`src/rtl/core/mm4_pkg.sv`:
```
package mm4_pkg;

  localparam int DIM       = 4;
  localparam int FRAC_BITS = 16;
  localparam int DATA_W    = 32;
  localparam int ROW_W     = (DIM > 1) ? $clog2(DIM) : 1;
  localparam int ACC_W     = 2 * DATA_W + $clog2(DIM);

  localparam logic [ROW_W-1:0] LAST_IDX = ROW_W'(DIM - 1);

  typedef struct packed {
    logic [1:0]               row_index;
    logic signed [DATA_W-1:0] a_col0;
    logic signed [DATA_W-1:0] a_col1;
    logic signed [DATA_W-1:0] a_col2;
    logic signed [DATA_W-1:0] a_col3;
    logic signed [DATA_W-1:0] b_col0;
    logic signed [DATA_W-1:0] b_col1;
    logic signed [DATA_W-1:0] b_col2;
    logic signed [DATA_W-1:0] b_col3;
  } in_t;

  typedef struct packed {
    logic [1:0]               out_row;
    logic signed [DATA_W-1:0] c_col0;
    logic signed [DATA_W-1:0] c_col1;
    logic signed [DATA_W-1:0] c_col2;
    logic signed [DATA_W-1:0] c_col3;
    logic                     last_row;
  } out_t;

  // sequencer to lanes and row store
  typedef struct packed {
    logic             wr_en;
    logic [ROW_W-1:0] wr_row;
    logic             issue;
    logic [ROW_W-1:0] rd_row;
    logic [ROW_W-1:0] k;
    logic             acc_en;
    logic             acc_first;
  } lane_ctl_t;

  // sequencer to merge stage
  typedef struct packed {
    logic             load;
    logic [ROW_W-1:0] row;
    logic             last;
  } emit_t;

endpackage

```
`src/rtl/core/mm4_lane.sv`:
```
module mm4_lane
  import mm4_pkg::*;
(
  input  logic                     clk,
  input  lane_ctl_t                ctl,
  input  logic signed [DATA_W-1:0] b_wr,
  input  logic signed [DATA_W-1:0] a_op,
  output logic signed [DATA_W-1:0] result
);

  // this lane's column of B, one entry per row
  logic signed [DATA_W-1:0]   bcol [DIM];
  logic signed [DATA_W-1:0]   b_op;
  logic signed [2*DATA_W-1:0] prod;
  logic signed [ACC_W-1:0]    acc;
  logic signed [ACC_W-1:0]    prod_ext;
  logic signed [ACC_W-1:0]    shifted;
  logic [ACC_W-DATA_W:0]      top_bits;

  always_ff @(posedge clk) begin
    if (ctl.wr_en) begin
      bcol[ctl.wr_row] <= b_wr;
    end
    if (ctl.issue) begin
      b_op <= bcol[ctl.k];
    end
    prod <= a_op * b_op;
    if (ctl.acc_en) begin
      acc <= ctl.acc_first ? prod_ext : acc + prod_ext;
    end
  end

  assign prod_ext = ACC_W'(prod);

  // floor to FRAC_BITS fraction bits, then clamp to the 32-bit range
  assign shifted  = acc >>> FRAC_BITS;
  assign top_bits = shifted[ACC_W-1:DATA_W-1];

  always_comb begin
    if ((&top_bits) || !(|top_bits)) begin
      result = shifted[DATA_W-1:0];
    end else if (shifted[ACC_W-1]) begin
      result = {1'b1, {(DATA_W-1){1'b0}}};
    end else begin
      result = {1'b0, {(DATA_W-1){1'b1}}};
    end
  end

endmodule

```
`config.mk`:
```
export PLATFORM = sky130hd
export DESIGN_NAME = mm4_lane
export DESIGN_NICKNAME = d
export VERILOG_FILES = /design/src/rtl/core/mm4_pkg.sv /design/src/rtl/core/mm4_lane.sv
export SDC_FILE = /design/constraint.sdc
export NUM_CORES = 2
export LEC_CHECK = 0
export BUFFER_PORTS_ARGS = -buffer_cell sky130_fd_sc_hd__buf_2
export CORE_ASPECT_RATIO = 0.8
export CORE_UTILIZATION = 50
export CTS_BUF_LIST = sky130_fd_sc_hd__clkbuf_8 sky130_fd_sc_hd__clkbuf_16
export CTS_CLUSTER_DIAMETER = 60
export DETAILED_ROUTE_END_ITERATION = 12
export MAX_ROUTING_LAYER = met4
export PLACE_DENSITY = 0.66
export SETUP_SLACK_MARGIN = 0.4
export SLEW_MARGIN = 5
export SYNTH_ARGS = -nofsm -noshare
export SYNTH_HDL_FRONTEND = slang
export SYNTH_SLANG_ARGS = --single-unit
export TNS_END_PERCENT = 50
```
`constraint.sdc`:
```
create_clock -name clk -period 18.7 [get_ports clk]
set_clock_uncertainty 0.2 [all_clocks]
set_input_delay 3.74 -clock clk [delete_from_list [all_inputs] [get_ports clk]]
set_output_delay 3.74 -clock clk [all_outputs]
set_load 0.1 [all_outputs]
```
==> impl_results.md <==
* Largest family of logic cells by synthesized area: adder cells
* CP max-delay cell: fa_1
* CP bufs+invs at 8
* Syn-to-layout area delta at 5.643%
* CTS Hold Bufs at 0
* Final Hold Vio Count at 0
* Core ar. at 0.09897 mm²
* Crit path DAT at 12.25 ns
* M1 WL at 52.68 mm
* Starting DRT DRC Count at 2146
* Ys Warns at 0
* Worst Slack Setup Final at 6.681 ns
* Final wirelength at 122.8 mm
* Final global-route overflow total at 0
* Routed vias at 34070
* DR WL met3 at 5.976 mm
* Clk slew on worst S/H paths at 0.06 ns
* WHS Path Cells at 2
* Die Area at 0.1015 mm²
* Syn_area_per_cell at 10.03 µm²
* Die X at 355.9 µm
* Slew Viols, Final at 0
* Post-synthesis sequential area ratio at 16.10%
* TritonCTS Buffers at 35
* WL/cell at 19.55 µm
* Dominant synthesized flop cell: edfxtp_1
* Dpl hpwl at 93.32 mm
* # setup viols final at 0
* Mapped Cells at 4995
* Clock Path Buffers at 3
* Syn Nets at 6402
* Post-synthesis register bit count at 290
* Height of the die at 285.2 µm
* RePlAce Congestion at 0.8912
* Setup WS pre-CTS at 6.107 ns
* Mux share of post-synthesis cell area at 1.526%
* Status: complete, but fails checks
* R2r setup slk at 9.71 ns
* I/O pin total at 107
* Crit path max-delay family: adder cells
* Asr flop ratio synth at 0%
* Worst Hold Class: reg2reg
* Root Driver: clkbuf_16
* Worst Tran Pin Value at 1.106 ns
* Total GRT Usage at 26.45%
* Setup crit start kind: input port
* CTS tree: yes
* Setup TNS at 0 ns
* CTS Sinks at 290
* Critical R2R Launch: b_op[5]
* DR DRC count at 8
* Simple-gate area share of the yosys netlist at 13.66%
* Post-Synth Adder-Cell Area at 49.48%
* Clk_lat worst skew at 0.56 ns
* Top Layer Used: met4
* Largest net degree at the start of global routing at 67
* CP Max Fanout at 32
* Post-Synth XOR/XNOR Area at 2.272%
* Fraction of layout cells with a size suffix above 1 at 5.559%
* H-tree Lvls at 2
* Reg2Reg Capture Point: prod[63]
* Worst Hold Launch: prod[2]
* Final min period at 12.02 ns
* Failing checks: design-rule violations
* Achievable frequency at 83.20 MHz
* Routed met2 length at 60.26 mm
* Final core occ at 53.49%
* Worst r2r path cells at 28
* Yosys cell types at 82
* Synth Area in Compound Gates at 7.246%
* WHS Endpoint: acc[2]
* First-pass GRT wire length at 204.7 mm
* Crit path kind: in2reg
* Rows at 103
* Crit. End Element: flip-flop
* Initial Util at 50.63%
* Pre-antenna DRT Iters at 10
* Fin crit share at 64.27%
* Critical path's largest stage delay at 0.94 ns
* Cell area after synthesis at 0.05011 mm²
* Rel. slew slack at 26.11%
* IO Port Bufs at 104
* CP Data Required Time at 18.93 ns
* RSZ-0062 raised after global routing: no
* Post-cts resize count at 0
* Hold slack at 0.3471 ns
* Max Cap Viol at 0
* Most frequent cells in the layout: fa_1, inv_1, nand2_1
* EDFF count, synth at 226
* Commonest non-fill, non-tap cell in the layout: fa_1
* Final Net Count at 6346
* Post-CTS setup buffer count at 0
* Vias in the first global route at 37530
* Cell repeated most along the worst path: fa_1
* Initial antenna violation count at 2
* Vias per cell at 5.425
* Final ANT Viol Nets at 0
-- layout make-up --
class / instances / area, µm²
clock inverters: 22 / 162.7
multi-input cells: 3410 / 37200
inverters: 1044 / 3919
fillers: 8950 / 46040
flip-flops and latches: 290 / 8068
well taps: 1312 / 1642
repair buffers: 158 / 935.9
diodes: 3 / 7.507
clock buffers: 41 / 1003
-- worst reg2reg max path: cells and delay by family, from the launching register on --
kind            cells  cell delay [ns]
simple gates        1             0.27
xor+xnor            1             0.12
buf+inv             8             1.29
flops               1             0.32
fa+ha+maj           9             5.13
compound gates      9             1.56
-- through the flow --
| step | cells | cell area, µm² |
|---|---|---|
| after floorplan | 4995 | 50110 |
| after global placement | 6213 | 51750 |
| after detailed placement | 6213 | 51750 |
| after CTS | 6276 | 52910 |
| after global routing | 6277 | 52930 |
| final | 6280 | 52940 |
-- how the worst max path moves through the flow --
stage,startpoint,to,slack [ns],depth (start not counted)
2_1_floorplan,a_op[31],prod[63],7.28,28
3_3_place_gp,a_op[31],prod[63],6.22,28
3_5_place_dp,a_op[31],prod[63],6.11,28
4_1_cts,a_op[31],prod[63],6.67,28
5_1_grt,a_op[31],prod[63],6.32,28
6_report,a_op[31],prod[63],6.68,28
-- flip-flops by register name, summed over array words and instances (netlist names) --
register	count
prod	64
acc	66
bcol	128
b_op	32
-- cells in the mapped netlist, types with 45 or more instances --
library cell / n / area share [%]
dfxtp_1: 64 / 2.6
and2_1: 523 / 6.5
edfxtp_1: 226 / 14
fa_1: 1083 / 43
xnor2_1: 85 / 1.5
nand2_1: 611 / 4.6
a21oi_1: 126 / 1.3
nor2_1: 80 / 0.60
a21o_1: 119 / 1.8
clkbuf_1: 243 / 1.8
inv_1: 1044 / 7.8
ha_1: 249 / 6.2
o21ai_0: 125 / 1.2
xor2_1: 45 / 0.79
-- per-layer routing --
layer,global-route usage [%],up-vias
met3,2.739,208
met2,43.54,887
met4,7.629,0
met1,34.78,17840
met5,-,-
li1,-,15140
-- logic make-up after synthesis --
| logic type | Yosys count |
|---|---|
| DFF | 290 |
| buffers and inverters | 1295 |
| AOI/OAI and AO/OA | 542 |
| adders and majority gates | 1332 |
| muxes | 36 |
| and+or+nand+nor | 1370 |
| xor gates and xnor gates | 130 |
Power is not shown: default switching activity piles up to over one toggle a cycle in this logic, so the estimate is an artifact.
