<file path="config.mk">
export PLATFORM = sky130hd
export DESIGN_NAME = mm4_ctrl
export DESIGN_NICKNAME = d
export VERILOG_FILES = /design/src/rtl/core/mm4_pkg.sv /design/src/rtl/core/mm4_ctrl.sv
export SDC_FILE = /design/constraint.sdc
export NUM_CORES = 1
export LEC_CHECK = 0
export BUFFER_PORTS_ARGS = -buffer_cell sky130_fd_sc_hd__buf_2
export CAP_MARGIN = 10
export CORE_AREA = 2 2 39 41
export CTS_CLUSTER_SIZE = 30
export DETAILED_ROUTE_END_ITERATION = 12
export DIE_AREA = 0 0 41 43
export PLACE_DENSITY = 0.74
export SLEW_MARGIN = 0
export SYNTH_ARGS = -nofsm -noshare
export SYNTH_HDL_FRONTEND = slang
export SYNTH_SLANG_ARGS = --single-unit
</file>
<file path="constraint.sdc">
create_clock -name clk -period 2.7 [get_ports clk]
set_input_delay 0.135 -clock clk [delete_from_list [all_inputs] [get_ports clk]]
set_output_delay 0.135 -clock clk [all_outputs]
set_load 0.03 [all_outputs]
</file>
<file path="src/rtl/core/mm4_pkg.sv">
package mm4_pkg;

  localparam int DIM       = 4;
  localparam int FRAC_BITS = 16;
  localparam int DATA_W    = 32;
  localparam int ROW_W     = (DIM > 1) ? $clog2(DIM) : 1;
  localparam int ACC_W     = 2 * DATA_W + $clog2(DIM);

  localparam logic [ROW_W-1:0] LAST_IDX = ROW_W'(DIM - 1);

  typedef struct packed {
    logic [1:0]               row_index;
    logic signed [DATA_W-1:0] a_col0;
    logic signed [DATA_W-1:0] a_col1;
    logic signed [DATA_W-1:0] a_col2;
    logic signed [DATA_W-1:0] a_col3;
    logic signed [DATA_W-1:0] b_col0;
    logic signed [DATA_W-1:0] b_col1;
    logic signed [DATA_W-1:0] b_col2;
    logic signed [DATA_W-1:0] b_col3;
  } in_t;

  typedef struct packed {
    logic [1:0]               out_row;
    logic signed [DATA_W-1:0] c_col0;
    logic signed [DATA_W-1:0] c_col1;
    logic signed [DATA_W-1:0] c_col2;
    logic signed [DATA_W-1:0] c_col3;
    logic                     last_row;
  } out_t;

  // sequencer to lanes and row store
  typedef struct packed {
    logic             wr_en;
    logic [ROW_W-1:0] wr_row;
    logic             issue;
    logic [ROW_W-1:0] rd_row;
    logic [ROW_W-1:0] k;
    logic             acc_en;
    logic             acc_first;
  } lane_ctl_t;

  // sequencer to merge stage
  typedef struct packed {
    logic             load;
    logic [ROW_W-1:0] row;
    logic             last;
  } emit_t;

endpackage

</file>
<file path="src/rtl/core/mm4_ctrl.sv">
module mm4_ctrl
  import mm4_pkg::*;
(
  input  logic       clk,
  input  logic       rst,
  input  logic       in_valid,
  input  logic [1:0] row_index,
  input  logic       slot_free,
  output logic       in_ready,
  output lane_ctl_t  ctl,
  output emit_t      emit
);

  localparam logic [1:0] S_IDLE  = 2'd0;
  localparam logic [1:0] S_ISSUE = 2'd1;
  localparam logic [1:0] S_DRAIN = 2'd2;

  logic [1:0]       state;
  logic [ROW_W-1:0] row;
  logic [ROW_W-1:0] k;
  logic             v1, f1, l1;
  logic             v2, f2, l2;
  logic             acc_done;
  logic             issue;
  logic             take;
  logic             row_ok;

  assign row_ok   = int'(row_index) < DIM;
  assign in_ready = (state == S_IDLE);
  assign take     = in_valid && in_ready;
  assign issue    = (state == S_ISSUE);

  assign ctl.wr_en     = take && row_ok;
  assign ctl.wr_row    = ROW_W'(row_index);
  assign ctl.issue     = issue;
  assign ctl.rd_row    = row;
  assign ctl.k         = k;
  assign ctl.acc_en    = v2;
  assign ctl.acc_first = f2;

  assign emit.load = (state == S_DRAIN) && acc_done && slot_free;
  assign emit.row  = row;
  assign emit.last = (row == LAST_IDX);

  always_ff @(posedge clk) begin
    if (rst) begin
      state    <= S_IDLE;
      row      <= '0;
      k        <= '0;
      v1       <= 1'b0;
      f1       <= 1'b0;
      l1       <= 1'b0;
      v2       <= 1'b0;
      f2       <= 1'b0;
      l2       <= 1'b0;
      acc_done <= 1'b0;
    end else begin
      v1 <= issue;
      f1 <= issue && (k == '0);
      l1 <= issue && (k == LAST_IDX);
      v2 <= v1;
      f2 <= f1;
      l2 <= l1;
      if (v2 && l2) begin
        acc_done <= 1'b1;
      end else if (emit.load) begin
        acc_done <= 1'b0;
      end
      unique case (state)
        S_IDLE: begin
          if (take && (int'(row_index) == DIM - 1)) begin
            state <= S_ISSUE;
            row   <= '0;
            k     <= '0;
          end
        end
        S_ISSUE: begin
          k <= k + 1'b1;
          if (k == LAST_IDX) begin
            state <= S_DRAIN;
          end
        end
        S_DRAIN: begin
          if (emit.load) begin
            if (row == LAST_IDX) begin
              state <= S_IDLE;
            end else begin
              state <= S_ISSUE;
              row   <= row + 1'b1;
              k     <= '0;
            end
          end
        end
        default: begin
          state <= S_IDLE;
        end
      endcase
    end
  end

endmodule

</file>
==> reports/results.ini, run 1 <==
[status]
status=finished, final reports clean

[clock_network]
clk_pin_slew_ns=0.08
htreeDepth=1
cts_tree=done
cts.sinks=13
root_buffer=clkbuf_4
clock_latency_ns=0.27
post_cts_resized=0
cts_hold_buf=0
clock_path_buffers=2
cts-buffers-inserted=3
cts_setup_buffers=0

[floorplan]
start_util=0.4557
num_io_pins=21
coreArea_sq_um=1384
die_w_microns=41
die_area_sq_um=1763
rows=14
die-height_microns=43

[global_route]
grt_usage=0.1384
antenna_found_initial=0
grt_start_max_net_pins=14
overflow=0
grt_pass1_wl_microns=1580
grt_pass1_vias=371

[min_path]
min_path_cells=2
min_to=state[1]$_SDFFE_PP0P_
hp-class=input port to flop
min-delay-start=rst

[sta]
max_freq_mhz=687.7
post-route-min-period_ns=1.454
rsz0062_at_grt=no
fin_skew_ns=0.008128
finalHoldViolCount=0
tns_ns=0
slew_headroom=0.6790
period_share=0.5386
setup_viol=0
drv_slew=0
worst_slew_pin_slew_ns=0.4805

[setup_path]
r2r_slack_ns=1.32
crit_path_start_kind=flop
path_cells=nor2b_1 -> and3_1 -> buf_2
cpMaxStageDelayCell=dfxtp_1
crit_fanout=9
worstPathRequired_ns=2.57
rr_startpoint=state[1]$_SDFFE_PP0P_
rr_worst_depth=3
critPathTopFamily=flip-flops
timing.rr.end=row[0]$_SDFFE_PP0P_
cp.buffers_inverters=1
cp.arrival_ns=1.32
crit_type=flop to primary output
worstSetupEndpointType=primary output
max_stage_delay_ns=0.47

[final_layout]
drive_gt1_frac=0.3086
fin_cells=97
diodes=0
layout_commonest_cell=buf_2
fin_nets=91
fin_area_sq_um=696.9
area_delta_synth_final_pct=10.52
layout.cells.most_common_list=buf_2, dfxtp_1, nor2b_1, nor2_1, and2_1

[synth]
seq_area_frac_synth=0.4127
synth_top_area_frac=0.4127
yosys.area.top_type=dfxtp_1
synthCells=68
ys_ff_latch=13
ys_warn_count=0
yosysUniqueCellTypes=25
synth_area_per_cell_sq_um=9.274
yosys-top-cells-area=dfxtp_1, buf_4, ha_1
synth_nets=77
syn_area_sq_um=630.6

[placed_design]
place_area_sq_um=670.6
dp.cells=93
dp_hpwl_microns=754.8
gp_congestion=0.8452
place.port_buffers=20

[route]
avgViaCountPerCell=4.753
drc=0
wl_per_cell_microns=10.48
vias=461
dr.pass1.iters=4
first_iter_violations=6
wl_microns=1017
postRouteAntennaNets=0

[power]
p_per_area_nw_per_um2=512.7
total_power_w=0.0003573
ir_drop_mv=0.2637
p_leak_nw=0.3352

[flow_run]
drv_cap=0

## synth_stat cells
master and number:
a2bb2oi_1 1, mux2_4 1, o211a_2 1, ha_1 3
nor3b_1 1, a311o_1 1, nor3_1 2, buf_6 1
o31ai_1 2, nand2_1 3, dfxtp_1 13, and3_1 1
o21ai_0 3, buf_2 1, nor2b_1 6, clkbuf_1 1
o211a_1 1, inv_1 3, and2_1 4, nand2b_1 2
buf_4 8, nor2_1 4, mux2i_1 1, nand3b_1 1
a21oi_1 3
## sequential cells by signal, summed over array words and instances (netlist names)
register and cells:
acc_done 1, f1 1, f2 1, k 2, l1 1, l2 1
row 2, state 2, v1 1, v2 1
## logic make-up (layout without fill, tap and decap cells)
family,after synthesis,in the layout,synth area share
buffers and inverters,14,27,0.1448
adders and majority gates,3,3,0.05953
DFF,13,13,0.4127
AOI/OAI and AO/OA,12,12,0.1329
and+or+nand+nor,24,24,0.2103
muxes,2,2,0.03968
## per-stage QoR
step	util	hold slack, ns	setup WS (ns)
after floorplan	-	0.2481	1.066
after global placement	0.4846	0.4220	1.339
after detailed placement	0.4846	0.4234	1.348
after CTS	0.5036	0.1723	1.241
after global routing	0.5036	0.1754	1.144
final	0.5036	0.1746	1.246
## metal layers
layer,track usage,wire (microns),vias to the layer above
met1,0.1738,461,202
met3,0.03141,59,2
met4,0.1200,10,0
li1,-,-,244
met5,0,0,-
met2,0.1875,486,13
## worst max path at each step
stage | from | to | slack [ns] | cells past startpoint
global placement | row[0]$_SDFFE_PP0P_ | row[0]$_SDFFE_PP0P_ | 1.34 | 4
detailed placement | row[0]$_SDFFE_PP0P_ | row[0]$_SDFFE_PP0P_ | 1.35 | 4
finish | state[1]$_SDFFE_PP0P_ | emit[3] | 1.25 | 3
global route | state[1]$_SDFFE_PP0P_ | emit[3] | 1.14 | 3
CTS | state[1]$_SDFFE_PP0P_ | emit[3] | 1.24 | 3
floorplan | row[0]$_SDFFE_PP0P_ | row[0]$_SDFFE_PP0P_ | 1.07 | 4
## layout make-up
cell class,instances,area [sq um]
clock buffer,4,26.28
fill,145,686.9
inverter,3,11.26
multi-input combinational,41,279.0
sequential,13,260.3
tap,16,20.02
timing repair buffer,20,100.1
## power by group
part	internal, W	leakage (nW)	switching [W]	total [W]
Clock	0.0000571	0.0150	0.0000623	0.000119
Sequential	0.000195	0.105	0.00000268	0.000198
Combinational	0.0000151	0.215	0.0000250	0.0000401
No activity file was read; power rests on OpenSTA's default activity.
==> run 2, diff against run 1 <==
--- a/config.mk
+++ b/config.mk
@@ -5,13 +5,14 @@
 export SDC_FILE = /design/constraint.sdc
 export NUM_CORES = 1
 export LEC_CHECK = 0
+export ABC_AREA = 1
 export BUFFER_PORTS_ARGS = -buffer_cell sky130_fd_sc_hd__buf_2
 export CAP_MARGIN = 10
-export CORE_AREA = 2 2 39 41
+export CORE_MARGIN = 2
+export CORE_UTILIZATION = 47
 export CTS_CLUSTER_SIZE = 30
 export DETAILED_ROUTE_END_ITERATION = 12
-export DIE_AREA = 0 0 41 43
-export PLACE_DENSITY = 0.74
+export PLACE_DENSITY = 0.73
 export SLEW_MARGIN = 0
 export SYNTH_ARGS = -nofsm -noshare
 export SYNTH_HDL_FRONTEND = slang
==> constraint.sdc (replaced) <==
create_clock -name clk -period 1.5 [get_ports clk]
set_input_delay 0.075 -clock clk [delete_from_list [all_inputs] [get_ports clk]]
set_output_delay 0.075 -clock clk [all_outputs]
set_load 0.03 [all_outputs]
==> reports/results.ini, run 2 <==
[route]
wl_per_cell_microns=8.843
dr.pass1.iters=4
wl_microns=1017
postRouteAntennaNets=0
avgViaCountPerCell=4.383
drc=0
first_iter_violations=4
vias=504

[final_layout]
layout_commonest_cell=buf_2
layout.cells.most_common_list=buf_2, nor2_1, nand2_1, dfxtp_1, inv_1
diodes=0
fillers=131
drive_gt1_frac=0.3000
reg_top3=k: 2 flops, row: 2 flops, state: 2 flops
area_delta_synth_final_pct=12.04
fin_cells=115
fin_nets=110

[global_route]
grt_pass1_wl_microns=1593
grt_pass1_vias=440
met3_usage=0.06522
use_met2=0.2383
grt_usage=0.1492
grt_start_max_net_pins=11
met1_usage=0.1661
antenna_found_initial=0
gr-max-usage-layer=met2
overflow=0

[sta]
worst_slew_pin_slew_ns=0.2436
slew_headroom=0.8374
period_share=0.8355
rsz0062_at_grt=no
max_freq_mhz=797.9
fin_skew_ns=0.002422
setup_viol=0
finalHoldViolCount=0
post-route-min-period_ns=1.253
tns_ns=0
drv_slew=0

[power]
p_leak_nw=0.3781
ir_drop_mv=0.6384
p_per_area_nw_per_um2=1231

[synth]
yosys-top-cells-area=dfxtp_1, nor2_1, buf_4
synth_flop_cell=dfxtp_1
yosys.area.top_type=dfxtp_1
synth_nets=94
syn_area_sq_um=644.4
yosysUniqueCellTypes=17
ys_warn_count=0
synth_edf_count=0
synth_area_per_cell_sq_um=7.581
yosys-top-cells-count=nor2_1, dfxtp_1, nand2_1, inv_1, buf_4
synth_top_area_frac=0.4039
seq_area_frac_synth=0.4039
synth.most_common_cell=nor2_1
ys_ff_latch=13
synthCells=85
synthArstFlopShare=0

[setup_path]
crit_fanout=7
cp.buffers_inverters=3
path_cells=inv_1 -> nand2_2 -> inv_1 -> buf_2
path_common_cell=inv_1
cp.arrival_ns=1.18
crit_type=flop to primary output
worstSetupEndpointType=primary output
rr_worst_depth=6
critPathTopFamily=flip-flops
max_stage_delay_ns=0.46
worstPathRequired_ns=1.42
worst-path-stages=4
cpMaxStageDelayCell=dfxtp_1
crit_path_start_kind=flop

[placed_design]
gp_congestion=0.7449
dp.cells=111
place.port_buffers=20
dp_hpwl_microns=781.3

[clock_network]
post_cts_resized=0
cts-buffers-inserted=3
clk_pin_slew_ns=0.08
root_buffer=clkbuf_4
cts_setup_buffers=0
cts.sinks=13
cts_tree=done
htreeDepth=1
clock_latency_ns=0.27
clock_path_buffers=2
cts_hold_buf=0

[floorplan]
die_area_sq_um=1683
coreArea_sq_um=1285
die-height_microns=41.03
die_w_microns=41.03
num_io_pins=21
rows=13
start_util=0.5015

[min_path]
min_path_cells=2
hp-class=input port to flop

[flow_run]
drv_cap=0

[status]
status=finished, final reports clean

[run 2: changes by cell type in the layout (fill, tap and decap cells not counted), sizes merged, moves of 2 or more]
| cell | previous run | this run |
|---|---|---|
| nor2 | 4 | 20 |
| nand2 | 3 | 15 |
| inv | 3 | 13 |
| nor2b | 6 | 0 |
| and2 | 4 | 0 |
| nand3 | 0 | 4 |
| nand2b | 2 | 0 |
| nor3 | 2 | 0 |
| o211a | 2 | 0 |
| o31ai | 2 | 0 |
[run 2: power breakdown]
group          switching (W)  total [W]  internal (W)
clock               0.000107   0.000210      0.000103
combinational       0.000192   0.000277     0.0000847
sequential         0.0000268   0.000402      0.000375
[run 2: kinds of logic after synthesis]
kind of cell	Yosys count	share of synthesized area
AND/OR/NAND/NOR	41	0.3107
flip-flops	13	0.4039
adder cells (fa/ha/maj)	3	0.05826
buffers and inverters	22	0.1806
AO/OA/AOI/OAI	6	0.04660
[run 2: path summary, 6_finish.rpt]
check                                           start               endpoint  slack [ns]
worst max-delay path            state[1]$_SDFFE_PP0P_                 ctl[6]        0.25
worst min-delay path                              rst  acc_done$_SDFFE_PP0P_        0.07
worst max register to register    row[0]$_SDFFE_PP0P_    row[0]$_SDFFE_PP0P_        0.32
worst min register to register          f1$_SDFF_PP0_          f2$_SDFF_PP0_        0.41
[run 2: per-stage QoR]
stage                 util  instance area, sq um  hold slack (ns)  worst slack [ns]  total power (W)
floorplan                -                 644.4           0.2817           0.02565        0.0006502
global placement    0.5414                 695.7           0.3657            0.3594        0.0006841
detailed placement  0.5414                 695.7           0.3643            0.3189        0.0006896
CTS                 0.5618                 721.9          0.07125            0.2375        0.0008994
global route        0.5618                 721.9          0.08527            0.1639        0.0009466
finish              0.5618                 721.9          0.07187            0.2467        0.0008886
[run 2: layout make-up]
type                    count  area [sq um]  area share
multi-input cells          50         267.8      0.3709
inverters                  13         48.80     0.06759
well taps                  15         18.77     0.02600
flip-flops and latches     13         260.3      0.3605
repair buffers             20         100.1      0.1386
clock buffers               4         26.28     0.03640
[run 2: per-layer routing]
| metal | vias up | routed length [microns] |
|---|---|---|
| met2 | 18 | 446 |
| met4 | 0 | 0 |
| met3 | 0 | 78 |
| met1 | 204 | 491 |
| met5 | - | 0 |
| li1 | 282 | - |
[run 2: worst register-to-register path, delay by kind of cell, from the launching register on]
| family | cells | cell delay, ns |
|---|---|---|
| flip-flops | 1 | 0.35 |
| adder cells (fa/ha/maj) | 1 | 0.22 |
| AO/OA/AOI/OAI | 1 | 0.24 |
| AND/OR/NAND/NOR | 4 | 0.31 |
